==> src/rtl/core/mcr_pkg.sv <==
package mcr_pkg;

    localparam int DEF_BUF_DEPTH    = 16;
    localparam int DEF_WAIT_DEPTH   = 16;
    localparam int DEF_PAYLOAD_BITS = 32;
    localparam int DEF_TASK_BITS    = 8;

    localparam int CFG_W  = 5;
    localparam int KIND_W = 2;

    // request kinds carried in tuser
    localparam logic REQ_SEND = 1'b0;
    localparam logic REQ_RECV = 1'b1;

    // result kinds
    localparam logic [KIND_W-1:0] K_DONE    = 2'd0;
    localparam logic [KIND_W-1:0] K_BLOCKED = 2'd1;
    localparam logic [KIND_W-1:0] K_WOKEN   = 2'd2;
    localparam logic [KIND_W-1:0] K_REJECT  = 2'd3;

    // per-queue command from the sequencer
    typedef struct packed {
        logic rd;
        logic push;
        logic pop;
    } t_q_cmd;

endpackage

==> src/rtl/core/mcr_queue.sv <==
module mcr_queue import mcr_pkg::*; #(
    parameter int DEPTH = DEF_WAIT_DEPTH,
    parameter int WIDTH = DEF_PAYLOAD_BITS
) (
    input  logic                       i_clk,
    input  logic                       i_rst_n,
    input  logic                       i_clear,
    input  t_q_cmd                     i_cmd,
    input  logic [WIDTH-1:0]           i_wdata,
    output logic [WIDTH-1:0]           o_rdata,
    output logic [$clog2(DEPTH+1)-1:0] o_count
);

    localparam int PTR_W = (DEPTH > 1) ? $clog2(DEPTH) : 1;
    localparam int CNT_W = $clog2(DEPTH + 1);

    logic [WIDTH-1:0] mem [DEPTH];
    logic [WIDTH-1:0] r_rdata;
    logic [PTR_W-1:0] r_head;
    logic [PTR_W-1:0] r_tail;
    logic [CNT_W-1:0] r_count;

    function automatic logic [PTR_W-1:0] bump(input logic [PTR_W-1:0] ptr);
        logic [PTR_W-1:0] nxt;
        if (ptr == PTR_W'(DEPTH - 1)) begin
            nxt = '0;
        end else begin
            nxt = ptr + 1'b1;
        end
        return nxt;
    endfunction

    // write at tail, registered read at head
    always_ff @(posedge i_clk) begin
        if (i_cmd.push) begin
            mem[r_tail] <= i_wdata;
        end
        if (i_cmd.rd) begin
            r_rdata <= mem[r_head];
        end
    end

    always_ff @(posedge i_clk) begin
        if (!i_rst_n || i_clear) begin
            r_head  <= '0;
            r_tail  <= '0;
            r_count <= '0;
        end else begin
            if (i_cmd.push) begin
                r_tail <= bump(r_tail);
            end
            if (i_cmd.pop) begin
                r_head <= bump(r_head);
            end
            if (i_cmd.push && !i_cmd.pop) begin
                r_count <= r_count + 1'b1;
            end else if (i_cmd.pop && !i_cmd.push) begin
                r_count <= r_count - 1'b1;
            end
        end
    end

    assign o_rdata = r_rdata;
    assign o_count = r_count;

endmodule

==> src/rtl/core/mcr_ctrl.sv <==
module mcr_ctrl import mcr_pkg::*; #(
    parameter int BUF_DEPTH    = DEF_BUF_DEPTH,
    parameter int WAIT_DEPTH   = DEF_WAIT_DEPTH,
    parameter int PAYLOAD_BITS = DEF_PAYLOAD_BITS,
    parameter int TASK_BITS    = DEF_TASK_BITS
) (
    input  logic                                         i_clk,
    input  logic                                         i_rst_n,
    input  logic                                         i_cfg_wr_en,
    input  logic [CFG_W-1:0]                             i_cfg_wr_data,
    input  logic                                         s_axis_tvalid,
    output logic                                         s_axis_tready,
    input  logic [((TASK_BITS+PAYLOAD_BITS+7)/8)*8-1:0]  s_axis_tdata,
    input  logic                                         s_axis_tuser,
    output logic                                         m_axis_tvalid,
    input  logic                                         m_axis_tready,
    output logic [((TASK_BITS+PAYLOAD_BITS+7)/8)*8-1:0]  m_axis_tdata,
    output logic [KIND_W-1:0]                            m_axis_tuser,
    output logic                                         m_axis_tlast,
    output t_q_cmd                                       o_ring_cmd,
    output logic                                         o_ring_clear,
    output logic [PAYLOAD_BITS-1:0]                      o_ring_wdata,
    input  logic [PAYLOAD_BITS-1:0]                      i_ring_rdata,
    input  logic [$clog2(BUF_DEPTH+1)-1:0]               i_ring_count,
    output t_q_cmd                                       o_snd_cmd,
    output logic [TASK_BITS+PAYLOAD_BITS-1:0]            o_snd_wdata,
    input  logic [TASK_BITS+PAYLOAD_BITS-1:0]            i_snd_rdata,
    input  logic [$clog2(WAIT_DEPTH+1)-1:0]              i_snd_count,
    output t_q_cmd                                       o_rcv_cmd,
    output logic [TASK_BITS-1:0]                         o_rcv_wdata,
    input  logic [TASK_BITS-1:0]                         i_rcv_rdata,
    input  logic [$clog2(WAIT_DEPTH+1)-1:0]              i_rcv_count
);

    localparam int DATA_W = ((TASK_BITS + PAYLOAD_BITS + 7) / 8) * 8;
    localparam int BCNT_W = $clog2(BUF_DEPTH + 1);
    localparam int WCNT_W = $clog2(WAIT_DEPTH + 1);

    localparam logic S_IDLE = 1'b0;
    localparam logic S_EXEC = 1'b1;

    typedef struct packed {
        logic [KIND_W-1:0]       kind;
        logic [TASK_BITS-1:0]    who;
        logic [PAYLOAD_BITS-1:0] msg;
        logic                    last;
    } t_res;

    logic                    r_state;
    logic [BCNT_W-1:0]       r_cap;
    logic [BCNT_W-1:0]       n_cap;
    logic                    r_req_recv;
    logic [TASK_BITS-1:0]    r_task;
    logic [PAYLOAD_BITS-1:0] r_pay;
    logic                    r_m_valid;
    t_res                    r_m;
    logic                    r_pend_valid;
    t_res                    r_pend;

    logic                    accept;
    logic                    out_free;
    logic                    exec;
    t_res                    res0;
    t_res                    res1;
    logic                    res1_valid;
    logic                    ring_push;
    logic                    ring_pop;
    logic                    snd_push;
    logic                    snd_pop;
    logic                    rcv_push;
    logic                    rcv_pop;
    logic [TASK_BITS-1:0]    s_task;
    logic [PAYLOAD_BITS-1:0] s_data;

    assign accept   = s_axis_tvalid && (r_state == S_IDLE);
    // the second word of a request parks in r_pend until the first is taken
    assign out_free = !r_pend_valid && (!r_m_valid || m_axis_tready);
    assign exec     = (r_state == S_EXEC) && out_free;

    assign s_task = i_snd_rdata[TASK_BITS-1:0];
    assign s_data = i_snd_rdata[TASK_BITS +: PAYLOAD_BITS];

    always_comb begin
        if (32'(i_cfg_wr_data) > 32'(BUF_DEPTH)) begin
            n_cap = BCNT_W'(BUF_DEPTH);
        end else begin
            n_cap = BCNT_W'(i_cfg_wr_data);
        end
    end

    always_comb begin
        res0         = '{kind: K_DONE, who: r_task, msg: '0, last: 1'b1};
        res1         = '{kind: K_WOKEN, who: r_task, msg: '0, last: 1'b1};
        res1_valid   = 1'b0;
        ring_push    = 1'b0;
        ring_pop     = 1'b0;
        snd_push     = 1'b0;
        snd_pop      = 1'b0;
        rcv_push     = 1'b0;
        rcv_pop      = 1'b0;
        o_ring_wdata = r_pay;
        if (r_req_recv == REQ_SEND) begin
            if (i_rcv_count != '0) begin
                // hand the word straight to the oldest waiting receiver
                rcv_pop    = 1'b1;
                res0.last  = 1'b0;
                res1.who   = i_rcv_rdata;
                res1.msg   = r_pay;
                res1_valid = 1'b1;
            end else if (i_ring_count < r_cap) begin
                ring_push = 1'b1;
            end else if (i_snd_count == WCNT_W'(WAIT_DEPTH)) begin
                res0.kind = K_REJECT;
            end else begin
                snd_push  = 1'b1;
                res0.kind = K_BLOCKED;
            end
        end else begin
            if (i_ring_count != '0) begin
                ring_pop = 1'b1;
                res0.msg = i_ring_rdata;
                if (i_snd_count != '0) begin
                    // refill the freed slot from the oldest blocked sender
                    snd_pop      = 1'b1;
                    ring_push    = 1'b1;
                    o_ring_wdata = s_data;
                    res0.last    = 1'b0;
                    res1.who     = s_task;
                    res1_valid   = 1'b1;
                end
            end else if (i_snd_count != '0) begin
                snd_pop    = 1'b1;
                res0.msg   = s_data;
                res0.last  = 1'b0;
                res1.who   = s_task;
                res1_valid = 1'b1;
            end else if (i_rcv_count == WCNT_W'(WAIT_DEPTH)) begin
                res0.kind = K_REJECT;
            end else begin
                rcv_push  = 1'b1;
                res0.kind = K_BLOCKED;
            end
        end
    end

    always_comb begin
        o_ring_cmd.rd   = accept;
        o_ring_cmd.push = exec && ring_push;
        o_ring_cmd.pop  = exec && ring_pop;
        o_snd_cmd.rd    = accept;
        o_snd_cmd.push  = exec && snd_push;
        o_snd_cmd.pop   = exec && snd_pop;
        o_rcv_cmd.rd    = accept;
        o_rcv_cmd.push  = exec && rcv_push;
        o_rcv_cmd.pop   = exec && rcv_pop;
    end

    assign o_ring_clear = i_cfg_wr_en;
    assign o_snd_wdata  = {r_pay, r_task};
    assign o_rcv_wdata  = r_task;

    always_ff @(posedge i_clk) begin
        if (!i_rst_n) begin
            r_state      <= S_IDLE;
            r_cap        <= '0;
            r_m_valid    <= 1'b0;
            r_pend_valid <= 1'b0;
        end else begin
            if (i_cfg_wr_en) begin
                r_cap <= n_cap;
            end
            case (r_state)
                S_IDLE: begin
                    if (accept) begin
                        r_state <= S_EXEC;
                    end
                end
                S_EXEC: begin
                    if (exec) begin
                        r_state <= S_IDLE;
                    end
                end
                default: begin
                    r_state <= S_IDLE;
                end
            endcase
            if (exec) begin
                r_m_valid    <= 1'b1;
                r_pend_valid <= res1_valid;
            end else if (r_m_valid && m_axis_tready) begin
                r_m_valid    <= r_pend_valid;
                r_pend_valid <= 1'b0;
            end
        end
    end

    always_ff @(posedge i_clk) begin
        if (accept) begin
            r_req_recv <= s_axis_tuser;
            r_task     <= s_axis_tdata[TASK_BITS-1:0];
            r_pay      <= s_axis_tdata[TASK_BITS +: PAYLOAD_BITS];
        end
        if (exec) begin
            r_m    <= res0;
            r_pend <= res1;
        end else if (r_m_valid && m_axis_tready && r_pend_valid) begin
            r_m <= r_pend;
        end
    end

    assign s_axis_tready = (r_state == S_IDLE);
    assign m_axis_tvalid = r_m_valid;
    assign m_axis_tdata  = DATA_W'({r_m.msg, r_m.who});
    assign m_axis_tuser  = r_m.kind;
    assign m_axis_tlast  = r_m.last;

endmodule

==> src/rtl/core/message_channel_rendezvous.sv <==
// Buffered message channel between tasks. Each input word is a send (tuser 0, payload word) or a
// receive (tuser 1) from a task; each produces one or two result words, the requester's
// first and a woken partner's second, the final one marked by tlast. A request is accepted
// while idle, when the heads of the ring buffer and both wait queues are read from their
// synchronous memories, and is then decided, writing back pointers and entries. The next
// request is accepted once that decision is made, while results may still wait on the
// output side; a stalled output holds back the decision, not the acceptance. Writing the
// capacity register empties the ring buffer and keeps the wait queues; a capacity above
// BUF_DEPTH is taken as BUF_DEPTH, and zero makes every transfer a direct rendezvous.
// No clearing pass is needed after reset.
module message_channel_rendezvous import mcr_pkg::*; #(
    parameter int BUF_DEPTH    = DEF_BUF_DEPTH,
    parameter int WAIT_DEPTH   = DEF_WAIT_DEPTH,
    parameter int PAYLOAD_BITS = DEF_PAYLOAD_BITS,
    parameter int TASK_BITS    = DEF_TASK_BITS
) (
    input  logic                                        i_clk,
    input  logic                                        i_rst_n,
    input  logic                                        i_cfg_wr_en,
    input  logic [CFG_W-1:0]                            i_cfg_wr_data,   // ring capacity
    input  logic                                        s_axis_tvalid,
    output logic                                        s_axis_tready,
    input  logic [((TASK_BITS+PAYLOAD_BITS+7)/8)*8-1:0] s_axis_tdata,    // task_id, payload
    input  logic                                        s_axis_tuser,    // req_type
    output logic                                        m_axis_tvalid,
    input  logic                                        m_axis_tready,
    output logic [((TASK_BITS+PAYLOAD_BITS+7)/8)*8-1:0] m_axis_tdata,    // who, message
    output logic [KIND_W-1:0]                           m_axis_tuser,    // kind
    output logic                                        m_axis_tlast
);

    localparam int BCNT_W = $clog2(BUF_DEPTH + 1);
    localparam int WCNT_W = $clog2(WAIT_DEPTH + 1);

    t_q_cmd                            ring_cmd;
    logic                              ring_clear;
    logic [PAYLOAD_BITS-1:0]           ring_wdata;
    logic [PAYLOAD_BITS-1:0]           ring_rdata;
    logic [BCNT_W-1:0]                 ring_count;
    t_q_cmd                            snd_cmd;
    logic [TASK_BITS+PAYLOAD_BITS-1:0] snd_wdata;
    logic [TASK_BITS+PAYLOAD_BITS-1:0] snd_rdata;
    logic [WCNT_W-1:0]                 snd_count;
    t_q_cmd                            rcv_cmd;
    logic [TASK_BITS-1:0]              rcv_wdata;
    logic [TASK_BITS-1:0]              rcv_rdata;
    logic [WCNT_W-1:0]                 rcv_count;

    mcr_queue #(
        .DEPTH (BUF_DEPTH),
        .WIDTH (PAYLOAD_BITS)
    ) u_ring (
        .i_clk   (i_clk),
        .i_rst_n (i_rst_n),
        .i_clear (ring_clear),
        .i_cmd   (ring_cmd),
        .i_wdata (ring_wdata),
        .o_rdata (ring_rdata),
        .o_count (ring_count)
    );

    mcr_queue #(
        .DEPTH (WAIT_DEPTH),
        .WIDTH (TASK_BITS + PAYLOAD_BITS)
    ) u_snd_wait (
        .i_clk   (i_clk),
        .i_rst_n (i_rst_n),
        .i_clear (1'b0),
        .i_cmd   (snd_cmd),
        .i_wdata (snd_wdata),
        .o_rdata (snd_rdata),
        .o_count (snd_count)
    );

    mcr_queue #(
        .DEPTH (WAIT_DEPTH),
        .WIDTH (TASK_BITS)
    ) u_rcv_wait (
        .i_clk   (i_clk),
        .i_rst_n (i_rst_n),
        .i_clear (1'b0),
        .i_cmd   (rcv_cmd),
        .i_wdata (rcv_wdata),
        .o_rdata (rcv_rdata),
        .o_count (rcv_count)
    );

    mcr_ctrl #(
        .BUF_DEPTH    (BUF_DEPTH),
        .WAIT_DEPTH   (WAIT_DEPTH),
        .PAYLOAD_BITS (PAYLOAD_BITS),
        .TASK_BITS    (TASK_BITS)
    ) u_ctrl (
        .i_clk         (i_clk),
        .i_rst_n       (i_rst_n),
        .i_cfg_wr_en   (i_cfg_wr_en),
        .i_cfg_wr_data (i_cfg_wr_data),
        .s_axis_tvalid (s_axis_tvalid),
        .s_axis_tready (s_axis_tready),
        .s_axis_tdata  (s_axis_tdata),
        .s_axis_tuser  (s_axis_tuser),
        .m_axis_tvalid (m_axis_tvalid),
        .m_axis_tready (m_axis_tready),
        .m_axis_tdata  (m_axis_tdata),
        .m_axis_tuser  (m_axis_tuser),
        .m_axis_tlast  (m_axis_tlast),
        .o_ring_cmd    (ring_cmd),
        .o_ring_clear  (ring_clear),
        .o_ring_wdata  (ring_wdata),
        .i_ring_rdata  (ring_rdata),
        .i_ring_count  (ring_count),
        .o_snd_cmd     (snd_cmd),
        .o_snd_wdata   (snd_wdata),
        .i_snd_rdata   (snd_rdata),
        .i_snd_count   (snd_count),
        .o_rcv_cmd     (rcv_cmd),
        .o_rcv_wdata   (rcv_wdata),
        .i_rcv_rdata   (rcv_rdata),
        .i_rcv_count   (rcv_count)
    );

endmodule

==> config.mk <==
export PLATFORM = sky130hd
export DESIGN_NAME = message_channel_rendezvous
export DESIGN_NICKNAME = d
export VERILOG_FILES = /design/src/rtl/core/mcr_pkg.sv /design/src/rtl/core/mcr_queue.sv /design/src/rtl/core/mcr_ctrl.sv /design/src/rtl/core/message_channel_rendezvous.sv
export SDC_FILE = /design/constraint.sdc
export NUM_CORES = 2
export LEC_CHECK = 0
export BUFFER_PORTS_ARGS = -buffer_cell sky130_fd_sc_hd__buf_2
export CAP_MARGIN = 20
export CORE_AREA = 2 2 347 349
export CTS_CLUSTER_SIZE = 14
export DETAILED_ROUTE_END_ITERATION = 16
export DIE_AREA = 0 0 349 351
export PLACE_DENSITY = 0.75
export SLEW_MARGIN = 20
export SYNTH_ARGS = -nofsm -noshare
export SYNTH_HDL_FRONTEND = slang
export SYNTH_SLANG_ARGS = --single-unit
==> constraint.sdc <==
create_clock -name i_clk -period 7.8 [get_ports i_clk]
set_input_delay 0 -clock i_clk [delete_from_list [all_inputs] [get_ports i_clk]]
set_output_delay 0 -clock i_clk [all_outputs]
set_load 0.01 [all_outputs]
==> metrics.txt <==
Routed Antenna Nets=0; Most used DFF post-synth=edfxtp_1; clock share of power=37.6%; Port-buffer cells=95; Int Pwr=14.09 mW; Setup violations, final=0; total wire length=126.9 mm; sequential area share after synthesis=76.92%; sequential share of power=52.3%; Post-Synth XOR/XNOR Area=0.2517%; number of global-route vias before repair=28,930; cts bufs inserted=149; area of the mapped netlist=59,160 sq um; fin. max-slew vios=0; yosys synthesis warning count=0; Yosys top cell area share=75.33%; Max Cap Violations=0; async set-reset flop share out of synthesis=0%; Boundary Pins=96; Hold WS=75.80 ps; leakage power=21.19 nW; GRT Util Overall=20.81%; Via density=6.028; root buf cell=clkbuf_16; Post-Synth Adder-Cell Area=0.7572%; Total Negative Setup Slacks=0 ps; drt drc=0; Critical Path RT=8480 ps; crit share post-route=55.64%; Worst Path Arrival=5020 ps; Die ar.=122,500 sq um; top-count cell post-synth=edfxtp_1; layout overhead on the synthesized area=14.34%; Iter 0 DRT Violations=3,427; first-pass GRT wire length=188.5 mm; layout cells sized above 1=24.50%; Core ar.=119,000 sq um; Final Skew=41.72 ps; Max IR drop VDD=0.2606 mV; die width=349 um; unrepaired setup endpoints after global routing=false; Die H=351 um; number of synthesized flops with an enable pin=1,484; initial core utilization=49.70%; Max Fanout on Critical Path=18; vias after detailed routing=28,890; GP Congestion=0.8181; Tmin final=4340 ps; Sw Share=23.49%; combinational power share=10.0%; Pwr Density=272.2 nW/um^2; NetSw=4.326 mW; CP Capture Type=register; combinational family with the most area after synthesis=multiplexers; CTS tree=done; WL/cell=26.47 um; clk_lat worst skew=760 ps; clock-pin slew on the worst setup and hold paths=60 ps; Synth Area per Inst=20.67 sq um; initial antenna violation count=1; top cells by count, synth=edfxtp_1 (1,484), mux4_2 (320), a21oi_1 (109); gr ovfl total=0; slew at the pin closest to its max-slew limit=1098 ps; Post CTS Setup Buffer Count=0; worst hold-check path type=primary input to register; cell row count=127; crit start category=register; first drt pass iteration count=8; Hold Vio Cnt, Final=0; number of synthesized register bits=1,531; Peak Freq=0.2304 GHz; Yosys cell types=58; htree depth=4; Synth Area in Compound Gates=3.213%; # nets final=3,211; syn nets=2,947; largest net degree at the start of global routing=92; Mapped Cells=2,862; Yosys top cell by area=edfxtp_1; Area contributors post-synth=edfxtp_1 (75%), mux4_2 (12%), dfxtp_1 (1.6%); clock sink count=1,531; Bufs on Longest Clock Path=3; post-synthesis mux area share=14.21%; Layout Utilization=56.83%; status=complete, no violations; HPWL Detailed=68.90 mm; Post-Synth Simple-Gate Area=3.185%; # diodes=0; worst setup path category=register to register; Worst slew margin=26.60%
-- final timing paths --
check	from	end	slack, ps	depth (start not counted)
worst max-delay path	u_ctrl.r_state	u_rcv_wait.o_count[4]	3460	11
worst min-delay path	s_axis_tdata[31]	u_ctrl.r_pay[23]	80	2
worst max register to register	u_ctrl.r_state	u_rcv_wait.o_count[4]	3460	11
worst min register to register	u_snd_wait.r_tail[1]	u_snd_wait.r_tail[1]	510	2
-- cells in the final DEF (no fill, tap or decap), drive strengths merged, types with 47 or more instances in the layout --
cell	count
dfxtp	47
clkbuf	186
nor2	48
dlygate4sd3	103
mux4	320
a211oi	80
mux2i	84
buf	166
edfxtp	1484
and2	49
clkinv	66
a21oi	109
inv	51
nor2b	98
nand2	104
-- final cells by class --
type                       count  area, sq um
tap                         1548         1937
clock inverter                84        753.2
sequential                  1531        45530
fill                        8507        51380
timing repair buffer         269         2312
clock buffer                 186         3953
inverter                      45        168.9
multi-input combinational   1130        12980
-- kinds of logic after synthesis --
family / Yosys count
DFF: 1531
and+or+nand+nor: 353
xor gates and xnor gates: 17
buffers and inverters: 201
AOI/OAI and AO/OA: 290
muxes: 436
adders and majority gates: 34
-- sequential cells by signal, summed over array words and instances, names as in the netlist, 2 cells and up --
name and flops:
u_ctrl.r_pay 32, u_snd_wait.o_count 5, u_snd_wait.mem 640, u_ring.r_tail 4, u_rcv_wait.r_head 4, u_snd_wait.r_tail 4, u_rcv_wait.r_tail 4, u_ring.o_count 5
u_rcv_wait.o_rdata 8, u_ring.mem 512, u_rcv_wait.mem 128, u_ring.r_head 4, u_ring.o_rdata 32, u_rcv_wait.o_count 5, u_ctrl.r_pend 40, u_ctrl.o_rcv_wdata 8
u_ctrl.r_cap 5, u_snd_wait.r_head 4, u_ctrl.m_axis_tdata 40, u_snd_wait.o_rdata 40, u_ctrl.m_axis_tuser 2
-- layer usage --
| layer | up-vias | track usage, % | part of all wire, % |
|---|---|---|---|
| met2 | 1366 | 32.44 | 47 |
| li1 | 12240 | - | - |
| met3 | 186 | 4.098 | 7.9 |
| met4 | 0 | 6.131 | 2.5 |
| met1 | 15100 | 30.12 | 42 |
| met5 | - | 0 | 0 |
-- power groups by stage --
stage          Sequential (mW)  Combinational, mW  Clock (mW)
4_1_cts                   9.65               1.83        7.05
2_1_floorplan             9.76               1.23           0
5_1_grt                   9.66               2.02        7.36
3_3_place_gp              9.81               1.73           0
3_5_place_dp              9.81               1.77           0
6_report                  9.63               1.85        6.93
-- worst max-delay path, cell delays in order (launching register included) --
cell	delay, ps
dfxtp_1	440
nor2b_1	240
nand3_1	650
nor4b_2	1140
ha_1	340
inv_1	110
fa_1	420
a21o_1	180
a21oi_1	180
xnor2_1	90
or3_1	300
a21boi_0	180
-- repair_timing --
| action | in CTS | in global routing |
|---|---|---|
| gates resized for setup | 0 | 0 |
| endpoints found under the hold margin | 95 | 0 |
| hold buffers | 103 | 0 |
-- stage by stage --
stage / area [sq um] / setup slack [ps] / instances / power, mW
6_report: 67640 / 3460 / 4793 / 18.41
3_5_place_dp: 61580 / 3586 / 4406 / 11.59
5_1_grt: 67640 / 3217 / 4793 / 19.04
4_1_cts: 67320 / 3541 / 4779 / 18.52
2_1_floorplan: 59160 / 1489 / 2862 / 10.99
3_3_place_gp: 61530 / 3711 / 4404 / 11.54
Power figures use the tool's default switching activity.
